### src/stwa_pkg.sv
// ----------------------------------------------------------------------------
// stwa_pkg: shared types and constants of the slot table
// Command, status and slot-entry definitions used by the table, the scan
// compare unit and the key/kind memory.
// ----------------------------------------------------------------------------
package stwa_pkg;

   localparam int unsigned CMD_W    = 3;
   localparam int unsigned KIND_W   = 2;
   localparam int unsigned KEY_W    = 16;
   localparam int unsigned STATUS_W = 2;
   localparam int unsigned SLOT_W   = 4;

   // command codes
   localparam logic [CMD_W-1:0] CMD_INSERT = 3'd0;
   localparam logic [CMD_W-1:0] CMD_DELETE = 3'd1;
   localparam logic [CMD_W-1:0] CMD_LOOKUP = 3'd2;
   localparam logic [CMD_W-1:0] CMD_TYPEQ  = 3'd3;
   localparam logic [CMD_W-1:0] CMD_CLEAR  = 3'd4;

   // result status codes
   localparam logic [STATUS_W-1:0] RES_OK        = 2'd0;
   localparam logic [STATUS_W-1:0] RES_FULL      = 2'd1;
   localparam logic [STATUS_W-1:0] RES_NOT_FOUND = 2'd2;
   localparam logic [STATUS_W-1:0] RES_EXHAUSTED = 2'd3;

   localparam logic [KEY_W-1:0] ID_START = 16'd100;
   localparam logic [KEY_W-1:0] ID_MAX   = 16'hFFFF;

   typedef struct packed {
      logic [KEY_W-1:0]  key;
      logic [KIND_W-1:0] kind;
   } entry_type;

   // compare request handed to the scan compare unit
   typedef struct packed {
      logic [CMD_W-1:0]  cmd;
      logic [KIND_W-1:0] kind;
      logic [KEY_W-1:0]  key;
      logic              occupied;
      logic              removed;
   } probe_type;

   typedef enum logic [1:0] {
      ST_IDLE,
      ST_SCAN,
      ST_FINISH
   } state_type;

endpackage

### src/stwa_ram.sv
// ----------------------------------------------------------------------------
// stwa_ram: key and kind store of the slot table
// One write port and one read port with registered read data.
// ----------------------------------------------------------------------------
module stwa_ram #(
   parameter int unsigned DEPTH = 16,
   parameter int unsigned IDX_W = 4
) (
   input  logic                clock,
   input  logic                wr_en,
   input  logic [IDX_W-1:0]    wr_addr,
   input  stwa_pkg::entry_type wr_data,
   input  logic [IDX_W-1:0]    rd_addr,
   output stwa_pkg::entry_type rd_data
);

   stwa_pkg::entry_type mem [DEPTH];
   stwa_pkg::entry_type rd_data_ff;

   always_ff @(posedge clock) begin
      if (wr_en) begin
         mem[wr_addr] <= wr_data;
      end
   end

   always_ff @(posedge clock) begin
      rd_data_ff <= mem[rd_addr];
   end

   assign rd_data = rd_data_ff;

endmodule

### src/stwa_match.sv
// ----------------------------------------------------------------------------
// stwa_match: scan compare unit
// Decide whether the slot under the scan pointer satisfies the command.
// ----------------------------------------------------------------------------
module stwa_match (
   input  stwa_pkg::probe_type probe,
   input  stwa_pkg::entry_type entry,
   output logic                hit
);

   always_comb begin
      hit = 1'b0;
      // insert wants a free slot; delete, lookup and type query an occupied one
      if (probe.cmd == stwa_pkg::CMD_INSERT) begin
         hit = !probe.occupied && !probe.removed;
      end else if (probe.cmd == stwa_pkg::CMD_DELETE ||
                   probe.cmd == stwa_pkg::CMD_LOOKUP) begin
         hit = probe.occupied && (entry.key == probe.key);
      end else if (probe.cmd == stwa_pkg::CMD_TYPEQ) begin
         hit = probe.occupied && (entry.kind == probe.kind);
      end
   end

endmodule

### src/slot_table_with_id_allocation_unit.sv
// ----------------------------------------------------------------------------
// slot_table_with_id_allocation_unit: slot table with first-free allocation
// Inserts records into the lowest free slot with a running ID, deletes and
// looks up by ID, answers type queries and clears the table.
// ----------------------------------------------------------------------------
//
//   channel | direction | ports                                  | transfer
//   --------+-----------+----------------------------------------+-----------------
//   req     | in        | cmd, type_code, key_id                 | req_valid & ready
//   rsp     | out       | status, slot_index, record_id, type    | rsp_valid & ready
//
// Sequence: a command is accepted, the slots are read in order through the single
// compare unit, which compares each slot behind the registered memory read, and
// the result is written back.  Clear and unknown commands skip the scan.
// Reset clears the slot state bits and loads the ID counter with 100.
// The result waits in an output register; a stalled rsp holds the write
// back, and req_ready stays low until the table is idle again.
// ----------------------------------------------------------------------------
module slot_table_with_id_allocation_unit #(
   parameter int unsigned SLOTS = 16
) (
   input  logic                            clock,
   input  logic                            reset,
   input  logic                            req_valid,
   output logic                            req_ready,
   input  logic [stwa_pkg::CMD_W-1:0]      req_cmd,
   input  logic [stwa_pkg::KIND_W-1:0]     req_type_code,
   input  logic [stwa_pkg::KEY_W-1:0]      req_key_id,
   output logic                            rsp_valid,
   input  logic                            rsp_ready,
   output logic [stwa_pkg::STATUS_W-1:0]   rsp_status,
   output logic [stwa_pkg::SLOT_W-1:0]     rsp_slot_index,
   output logic [stwa_pkg::KEY_W-1:0]      rsp_record_id,
   output logic [stwa_pkg::KIND_W-1:0]     rsp_record_type
);

   localparam int unsigned IDX_W = (SLOTS > 1) ? $clog2(SLOTS) : 1;
   localparam logic [IDX_W-1:0] LAST = IDX_W'(SLOTS - 1);

   // sequencer
   stwa_pkg::state_type state_ff, state_in;

   // latched command
   logic [stwa_pkg::CMD_W-1:0]  cmd_ff;
   logic [stwa_pkg::KIND_W-1:0] type_ff;
   logic [stwa_pkg::KEY_W-1:0]  key_ff;

   // scan pointers: issue drives the memory address, cmp follows one behind
   logic [IDX_W-1:0] issue_idx_ff;
   logic [IDX_W-1:0] cmp_idx_ff;
   logic             cmp_valid_ff;

   // first hit
   logic                hit_found_ff;
   logic [IDX_W-1:0]    hit_idx_ff;
   stwa_pkg::entry_type hit_entry_ff;

   // slot state: occupied and removed bits, both clear means free
   logic [SLOTS-1:0] occ_ff;
   logic [SLOTS-1:0] rem_ff;

   logic [stwa_pkg::KEY_W-1:0] next_id_ff;

   // result register
   logic                          rsp_valid_ff;
   logic [stwa_pkg::STATUS_W-1:0] rsp_status_ff, rsp_status_in;
   logic [stwa_pkg::SLOT_W-1:0]   rsp_slot_ff, rsp_slot_in;
   logic [stwa_pkg::KEY_W-1:0]    rsp_id_ff, rsp_id_in;
   logic [stwa_pkg::KIND_W-1:0]   rsp_kind_ff, rsp_kind_in;

   // control
   logic accept;
   logic scanning;
   logic scan_hit;
   logic scan_end;
   logic finish_go;
   logic needs_scan;
   logic insert_ok;
   logic do_delete;
   logic do_clear;

   stwa_pkg::entry_type rd_entry;
   stwa_pkg::entry_type wr_entry;
   stwa_pkg::probe_type probe;
   logic                match;

   logic [IDX_W+stwa_pkg::SLOT_W-1:0] hit_idx_wide;

   // --------------------------------------------------------------------
   // key/kind store and the shared compare unit
   // --------------------------------------------------------------------
   assign wr_entry.key  = next_id_ff;
   assign wr_entry.kind = type_ff;

   stwa_ram #(
      .DEPTH (SLOTS),
      .IDX_W (IDX_W)
   ) u_ram (
      .clock   (clock),
      .wr_en   (insert_ok),
      .wr_addr (hit_idx_ff),
      .wr_data (wr_entry),
      .rd_addr (issue_idx_ff),
      .rd_data (rd_entry)
   );

   assign probe.cmd      = cmd_ff;
   assign probe.kind     = type_ff;
   assign probe.key      = key_ff;
   assign probe.occupied = occ_ff[cmp_idx_ff];
   assign probe.removed  = rem_ff[cmp_idx_ff];

   stwa_match u_match (
      .probe (probe),
      .entry (rd_entry),
      .hit   (match)
   );

   // --------------------------------------------------------------------
   // sequencer: next state
   // --------------------------------------------------------------------
   assign needs_scan = (req_cmd == stwa_pkg::CMD_INSERT) ||
                       (req_cmd == stwa_pkg::CMD_DELETE) ||
                       (req_cmd == stwa_pkg::CMD_LOOKUP) ||
                       (req_cmd == stwa_pkg::CMD_TYPEQ);

   always_comb begin
      state_in = state_ff;
      unique case (state_ff)
         stwa_pkg::ST_IDLE: begin
            if (req_valid) begin
               state_in = needs_scan ? stwa_pkg::ST_SCAN : stwa_pkg::ST_FINISH;
            end
         end
         stwa_pkg::ST_SCAN: begin
            if (scan_end) begin
               state_in = stwa_pkg::ST_FINISH;
            end
         end
         stwa_pkg::ST_FINISH: begin
            if (finish_go) begin
               state_in = stwa_pkg::ST_IDLE;
            end
         end
         default: state_in = stwa_pkg::ST_IDLE;
      endcase
   end

   // --------------------------------------------------------------------
   // sequencer: outputs
   // --------------------------------------------------------------------
   always_comb begin
      req_ready = 1'b0;
      scanning  = 1'b0;
      finish_go = 1'b0;
      unique case (state_ff)
         stwa_pkg::ST_IDLE:   req_ready = 1'b1;
         stwa_pkg::ST_SCAN:   scanning  = 1'b1;
         stwa_pkg::ST_FINISH: finish_go = !rsp_valid_ff || rsp_ready;
         default: ;
      endcase
   end

   assign accept   = req_valid && req_ready;
   assign scan_hit = scanning && cmp_valid_ff && match;
   // stop at the first hit or once the last slot has been compared
   assign scan_end = scanning && cmp_valid_ff && (match || cmp_idx_ff == LAST);

   // --------------------------------------------------------------------
   // write back and result
   // --------------------------------------------------------------------
   assign hit_idx_wide = {{stwa_pkg::SLOT_W{1'b0}}, hit_idx_ff};

   always_comb begin
      insert_ok     = 1'b0;
      do_delete     = 1'b0;
      do_clear      = 1'b0;
      rsp_status_in = stwa_pkg::RES_NOT_FOUND;
      rsp_slot_in   = '0;
      rsp_id_in     = '0;
      rsp_kind_in   = '0;
      priority if (cmd_ff == stwa_pkg::CMD_INSERT) begin
         priority if (!hit_found_ff) begin
            rsp_status_in = stwa_pkg::RES_FULL;
         end else if (next_id_ff == stwa_pkg::ID_MAX) begin
            rsp_status_in = stwa_pkg::RES_EXHAUSTED;
         end else begin
            insert_ok     = finish_go;
            rsp_status_in = stwa_pkg::RES_OK;
            rsp_slot_in   = hit_idx_wide[stwa_pkg::SLOT_W-1:0];
            rsp_id_in     = next_id_ff;
            rsp_kind_in   = type_ff;
         end
      end else if (cmd_ff == stwa_pkg::CMD_DELETE ||
                   cmd_ff == stwa_pkg::CMD_LOOKUP ||
                   cmd_ff == stwa_pkg::CMD_TYPEQ) begin
         if (hit_found_ff) begin
            do_delete     = finish_go && (cmd_ff == stwa_pkg::CMD_DELETE);
            rsp_status_in = stwa_pkg::RES_OK;
            rsp_slot_in   = hit_idx_wide[stwa_pkg::SLOT_W-1:0];
            rsp_id_in     = hit_entry_ff.key;
            rsp_kind_in   = hit_entry_ff.kind;
         end
      end else if (cmd_ff == stwa_pkg::CMD_CLEAR) begin
         do_clear      = finish_go;
         rsp_status_in = stwa_pkg::RES_OK;
      end else begin
         // unknown command: keep the not-found reply and touch nothing
      end
   end

   // --------------------------------------------------------------------
   // registers
   // --------------------------------------------------------------------
   always_ff @(posedge clock) begin
      if (reset) begin
         state_ff     <= stwa_pkg::ST_IDLE;
         cmp_valid_ff <= 1'b0;
         hit_found_ff <= 1'b0;
         occ_ff       <= '0;
         rem_ff       <= '0;
         next_id_ff   <= stwa_pkg::ID_START;
         rsp_valid_ff <= 1'b0;
      end else begin
         state_ff <= state_in;

         // start a scan from slot zero
         if (accept) begin
            cmp_valid_ff <= 1'b0;
            hit_found_ff <= 1'b0;
         end else if (scanning) begin
            cmp_valid_ff <= 1'b1;
         end
         if (scan_hit) begin
            hit_found_ff <= 1'b1;
         end

         // slot state updates at write back
         if (do_clear) begin
            occ_ff <= '0;
            rem_ff <= '0;
         end
         if (insert_ok) begin
            occ_ff[hit_idx_ff] <= 1'b1;
            next_id_ff         <= next_id_ff + 16'd1;
         end
         if (do_delete) begin
            occ_ff[hit_idx_ff] <= 1'b0;
            rem_ff[hit_idx_ff] <= 1'b1;
         end

         // hold the result until the transfer
         if (finish_go) begin
            rsp_valid_ff <= 1'b1;
         end else if (rsp_ready) begin
            rsp_valid_ff <= 1'b0;
         end
      end
   end

   // payload registers
   always_ff @(posedge clock) begin
      if (accept) begin
         cmd_ff       <= req_cmd;
         type_ff      <= req_type_code;
         key_ff       <= req_key_id;
         issue_idx_ff <= '0;
      end else if (scanning) begin
         cmp_idx_ff <= issue_idx_ff;
         if (issue_idx_ff != LAST) begin
            issue_idx_ff <= issue_idx_ff + IDX_W'(1);
         end
      end
      if (scan_hit) begin
         hit_idx_ff   <= cmp_idx_ff;
         hit_entry_ff <= rd_entry;
      end
      if (finish_go) begin
         rsp_status_ff <= rsp_status_in;
         rsp_slot_ff   <= rsp_slot_in;
         rsp_id_ff     <= rsp_id_in;
         rsp_kind_ff   <= rsp_kind_in;
      end
   end

   assign rsp_valid       = rsp_valid_ff;
   assign rsp_status      = rsp_status_ff;
   assign rsp_slot_index  = rsp_slot_ff;
   assign rsp_record_id   = rsp_id_ff;
   assign rsp_record_type = rsp_kind_ff;

endmodule
### config.mk
export PLATFORM = sky130hd
export DESIGN_NAME = slot_table_with_id_allocation_unit
export DESIGN_NICKNAME = d
export VERILOG_FILES = /design/src/stwa_pkg.sv /design/src/stwa_ram.sv /design/src/stwa_match.sv /design/src/slot_table_with_id_allocation_unit.sv
export SDC_FILE = /design/constraint.sdc
export NUM_CORES = 1
export LEC_CHECK = 0
export BUFFER_PORTS_ARGS = -buffer_cell sky130_fd_sc_hd__clkbuf_2
export CORE_ASPECT_RATIO = 0.8
export CORE_MARGIN = 2
export CORE_UTILIZATION = 60
export CTS_CLUSTER_SIZE = 16
export DETAILED_ROUTE_END_ITERATION = 6
export GPL_ROUTABILITY_DRIVEN = 0
export HOLD_SLACK_MARGIN = 0.05
export PLACE_DENSITY = 0.74
export RECOVER_POWER = 100
export SLEW_MARGIN = 20
export SYNTH_ARGS = -nofsm -noshare
export SYNTH_HDL_FRONTEND = slang
export SYNTH_SLANG_ARGS = --single-unit
### constraint.sdc
create_clock -name clock -period 4.1 [get_ports clock]
set_input_delay 0.82 -clock clock [delete_from_list [all_inputs] [get_ports clock]]
set_output_delay 0.82 -clock clock [all_outputs]
set_load 0.01 [all_outputs]
==> flow_summary.yaml <==
sta:
  period_share_pct: 84.00
  worstMarginPinSlew_ns: 2.059
  hold_viol_final: 0
  rsz0062_at_grt: "no"
  layout_min_cycle_time_ns: 3.444
  final-max-slew-violation-count: 66
  skew_ns: 0.01859
  fmaxAchievable_mhz: 290.4
  layout_setup_ws_ns: 0.6559
  setup_viol: 0
  tns_ns: 0
  relSlewSlack_pct: -37.28
clock_tree:
  htreeDepth: 2
  max-clock-path-buffers: 3
  ctsResizeCount: 0
  cts_buffers: 41
  clk_latency_ns: 0.53
  clk_pin_slew_ns: 0.06
  postCtsHoldBufs: 0
  clock_sinks: 434
  tritoncts: "done"
  postCtsSetupBuffers: 0
  clockRootBuffer: "clkbuf_16"
floorplanning:
  initial_core_util_pct: 60.92
  die_y_um: 152.7
  die_area_mm2: 0.02900
  die_w_um: 189.9
  rows: 54
  coreArea_mm2: 0.02723
  io_pins: 51
worst_setup_path:
  arrival_ns: 3.60
  critPathLaunch: "next_id_ff[6]"
  regToRegSetupSlack_ns: 0.66
  cp_slowest_cell: "clkbuf_1"
  start_kind: "flip-flop"
  reg2reg_from: "next_id_ff[6]"
  cp-end-kind: "flip-flop"
  reg2reg_to: "u_ram.mem[8][3]"
  worst-path-stages: 8
  worst-path-buf-inv: 2
  crit_end: "u_ram.mem[8][3]"
  slowest_delay_ns: 0.90
  worstPathRequired_ns: 4.26
  crit_fanout: 22
  r2r_cells: 8
  path_cells: "clkbuf_1 > and4_1 > nand4_1 > o211ai_1 > nor2_1 > nand2_1 > nor2_2 > clkbuf_2"
  cp_top_family: "buffers and inverters"
  timing_worst_setup_path_type: "reg2reg"
synth:
  synth_ff_type: "edfxtp_1"
  synth-simple-area-share_pct: 5.604
  synth_top_family_by_area: "multiplexers"
  synthAdderAreaFrac_pct: 0.1509
  synth_compound_area_share_pct: 3.628
  yosys.cell_types.count: 45
  synth_enable_flop_cells: 359
  synth_top_area_share_pct: 64.99
  syn_inst: 902
  syn_avg_cell_area_um2: 18.39
  synth_area_mm2: 0.01659
  synth_top_area_cell: "edfxtp_1"
  synthTopCellsByArea: "edfxtp_1 65%, mux4_2 13%, dfxtp_1 9.1%, nor2_1 1.4%, xnor2_1 1.4%"
  yosysWarnings: 0
  ys_ff_latch: 434
  synth_mux_area_share_pct: 13.46
  syn_nets: 929
  seq_area_frac_synth_pct: 74.04
  synthXorXnorAreaFrac_pct: 1.795
  synthArstFlopShare_pct: 0
pwr:
  p_leak_nw: 5.783
  powerDensity_mw_per_mm2: 492.2
  total_power_mw: 9.104
  p_seq_share_pct: 54.3
  combPwrFrac_pct: 7.6
  irDropWorstVdd_mv: 0.3663
  clkPwrFrac_pct: 38.1
  internal-power_mw: 7.106
  netSwitchingFraction_pct: 21.95
  switching_power_mw: 1.998
layout:
  diodes: 0
  syn_to_final_growth_pct: 11.50
  drive_above_1_share_pct: 20.10
  fin_nets: 1012
  layout.cells.non_filler: 1379
outcome:
  failed_checks: "max-capacitance violations, max-slew violations"
  status: "finished, violations left"
placed_design:
  place_ws_ns: 0.9486
  dp_hpwl_mm: 24.85
  portBuffers: 50
  numPlacedInstances: 1306
global_routing:
  grt_pass1_vias: 8614
  grt_max_degree: 56
  grt_pass1_wl_mm: 58.08
  grt_overflow_total: 0
  gr-usage-all-layers_pct: 28.11
  antenna_found_initial: 5
detailed_routing:
  wl_per_cell_um: 28.37
  wl_met1_mm: 16.96
  drt_iter0_markers: 1233
  drc: 0
  drtAntennaViolNets: 0
  detail_route.wirelength_mm: 39.13
  via_per_inst: 6.501
  dr.pass1.iters: 6
  top_layer_used: "met5"
  vias: 8965
  dr_wl_met2_mm: 17.44
  wl_met3_mm: 4.081
worst_hold_path:
  hold-path-cell-count: 0
  hp-class: "reg2reg"
job:
  drv_cap: 2
-- cell families (layout without fill, tap and decap cells) --
family / Yosys count / in the layout
flops: 434 / 434
buf+inv: 50 / 163
fa+ha+maj: 2 / 2
xor+xnor: 34 / 34
simple gates: 189 / 189
mux: 105 / 105
compound gates: 88 / 88
-- layout by cell type (no fill, tap or decap), types with 3 or more instances in the layout --
cell | synthesis | layout
a21oi_1 | 30 | 30
a22o_1 | 16 | 16
a22oi_1 | 21 | 21
a31oi_1 | 3 | 3
a32oi_1 | 3 | 3
and2_0 | 0 | 7
and4_1 | 4 | 4
buf_4 | 0 | 15
clkbuf_1 | 26 | 55
clkbuf_16 | 0 | 41
clkbuf_2 | 0 | 26
clkinv_1 | 0 | 4
clkinv_2 | 0 | 10
dfxtp_1 | 75 | 73
edfxtp_1 | 359 | 359
inv_1 | 6 | 6
mux2i_1 | 10 | 10
mux4_2 | 93 | 93
nand2_1 | 35 | 35
nand2b_1 | 9 | 9
nand3_1 | 16 | 16
nand4_1 | 12 | 12
nor2_1 | 61 | 54
nor2_2 | 1 | 8
nor2b_1 | 9 | 8
nor3_1 | 12 | 12
nor4_1 | 8 | 8
o21ai_0 | 6 | 6
o31ai_1 | 3 | 3
or3_1 | 7 | 7
xnor2_1 | 26 | 26
xor2_1 | 8 | 8
-- cell type report --
class / count / area, um^2
flip-flops and latches: 434 / 12290
fillers: 1785 / 8732
multi-input cells: 418 / 4100
clock buffers: 55 / 1089
well taps: 364 / 455.4
repair buffers: 84 / 420.4
clock inverters: 18 / 120.1
inverters: 6 / 22.52
-- state kept, by name (all words and copies together), names as in the netlist, 2 cells and up --
name / count
u_ram.rd_data: 18
u_ram.mem: 288
type_ff: 2
hit_entry_ff: 18
key_ff: 16
rem_ff: 16
cmp_idx_ff: 4
rsp_record_id: 16
rsp_status: 2
cmd_ff: 3
state_ff: 2
next_id_ff: 16
hit_idx_ff: 4
rsp_slot_index: 4
rsp_record_type: 2
issue_idx_ff: 4
occ_ff: 16
-- synthesized netlist by cell type, types with 2 or more instances --
library cell	number
xnor2_1	26
a32oi_1	3
nor2b_1	9
buf_2	11
and4_1	4
buf_1	4
nand4_1	12
mux4_2	93
o31ai_1	3
buf_6	2
or3_1	7
inv_1	6
nor3_2	2
clkbuf_1	26
dfxtp_1	75
o21ai_0	6
a22o_1	16
nand2b_1	9
a31oi_1	3
a22oi_1	21
and2_1	9
a21oi_1	30
xor2_1	8
edfxtp_1	359
nor4_1	8
nand3_1	16
nor2_1	61
mux2i_1	10
nand2_1	35
ha_1	2
nor3_1	12
-- worst min path at each step --
stage	startpoint	endpoint	slack (ns)
after floorplan	u_ram.rd_data[11]	hit_entry_ff[11]	0.43
after global placement	u_ram.rd_data[17]	hit_entry_ff[17]	0.44
after detailed placement	u_ram.rd_data[8]	hit_entry_ff[8]	0.44
after CTS	u_ram.rd_data[8]	hit_entry_ff[8]	0.45
after global routing	u_ram.rd_data[8]	hit_entry_ff[8]	0.45
final	u_ram.rd_data[8]	hit_entry_ff[8]	0.45
-- layer usage --
| layer | GRT usage, % | vias up |
|---|---|---|
| met5 | 0 | - |
| met4 | 5.980 | 4 |
| met3 | 6.472 | 49 |
| met2 | 39.92 | 502 |
| met1 | 45.30 | 4635 |
| li1 | - | 3775 |
-- power groups by stage --
stage,Combinational [mW],Sequential [mW],Clock [mW]
after CTS,0.696,4.95,3.52
after global placement,0.688,5.04,0
after floorplan,0.489,4.96,0
after detailed placement,0.692,5.04,0
final,0.688,4.94,3.47
after global routing,0.723,4.96,3.68
-- worst register-to-register path: cells and delay by family, from the launching register on --
family	cells	cell delay, ns
compound gates	1	0.42
flops	1	0.30
simple gates	5	1.07
buf+inv	2	1.26
-- stage by stage --
| step | instance area, um^2 | hold slack [ns] | utilization, % |
|---|---|---|---|
| 2_1_floorplan | 16590 | 0.4277 | - |
| 3_3_place_gp | 17410 | 0.4356 | 63.96 |
| 3_5_place_dp | 17420 | 0.4356 | 63.96 |
| 4_1_cts | 18620 | 0.4496 | 68.40 |
| 5_1_grt | 18500 | 0.4532 | 67.93 |
| 6_report | 18500 | 0.4492 | 67.93 |
No activity file was read; power rests on OpenSTA's default activity.
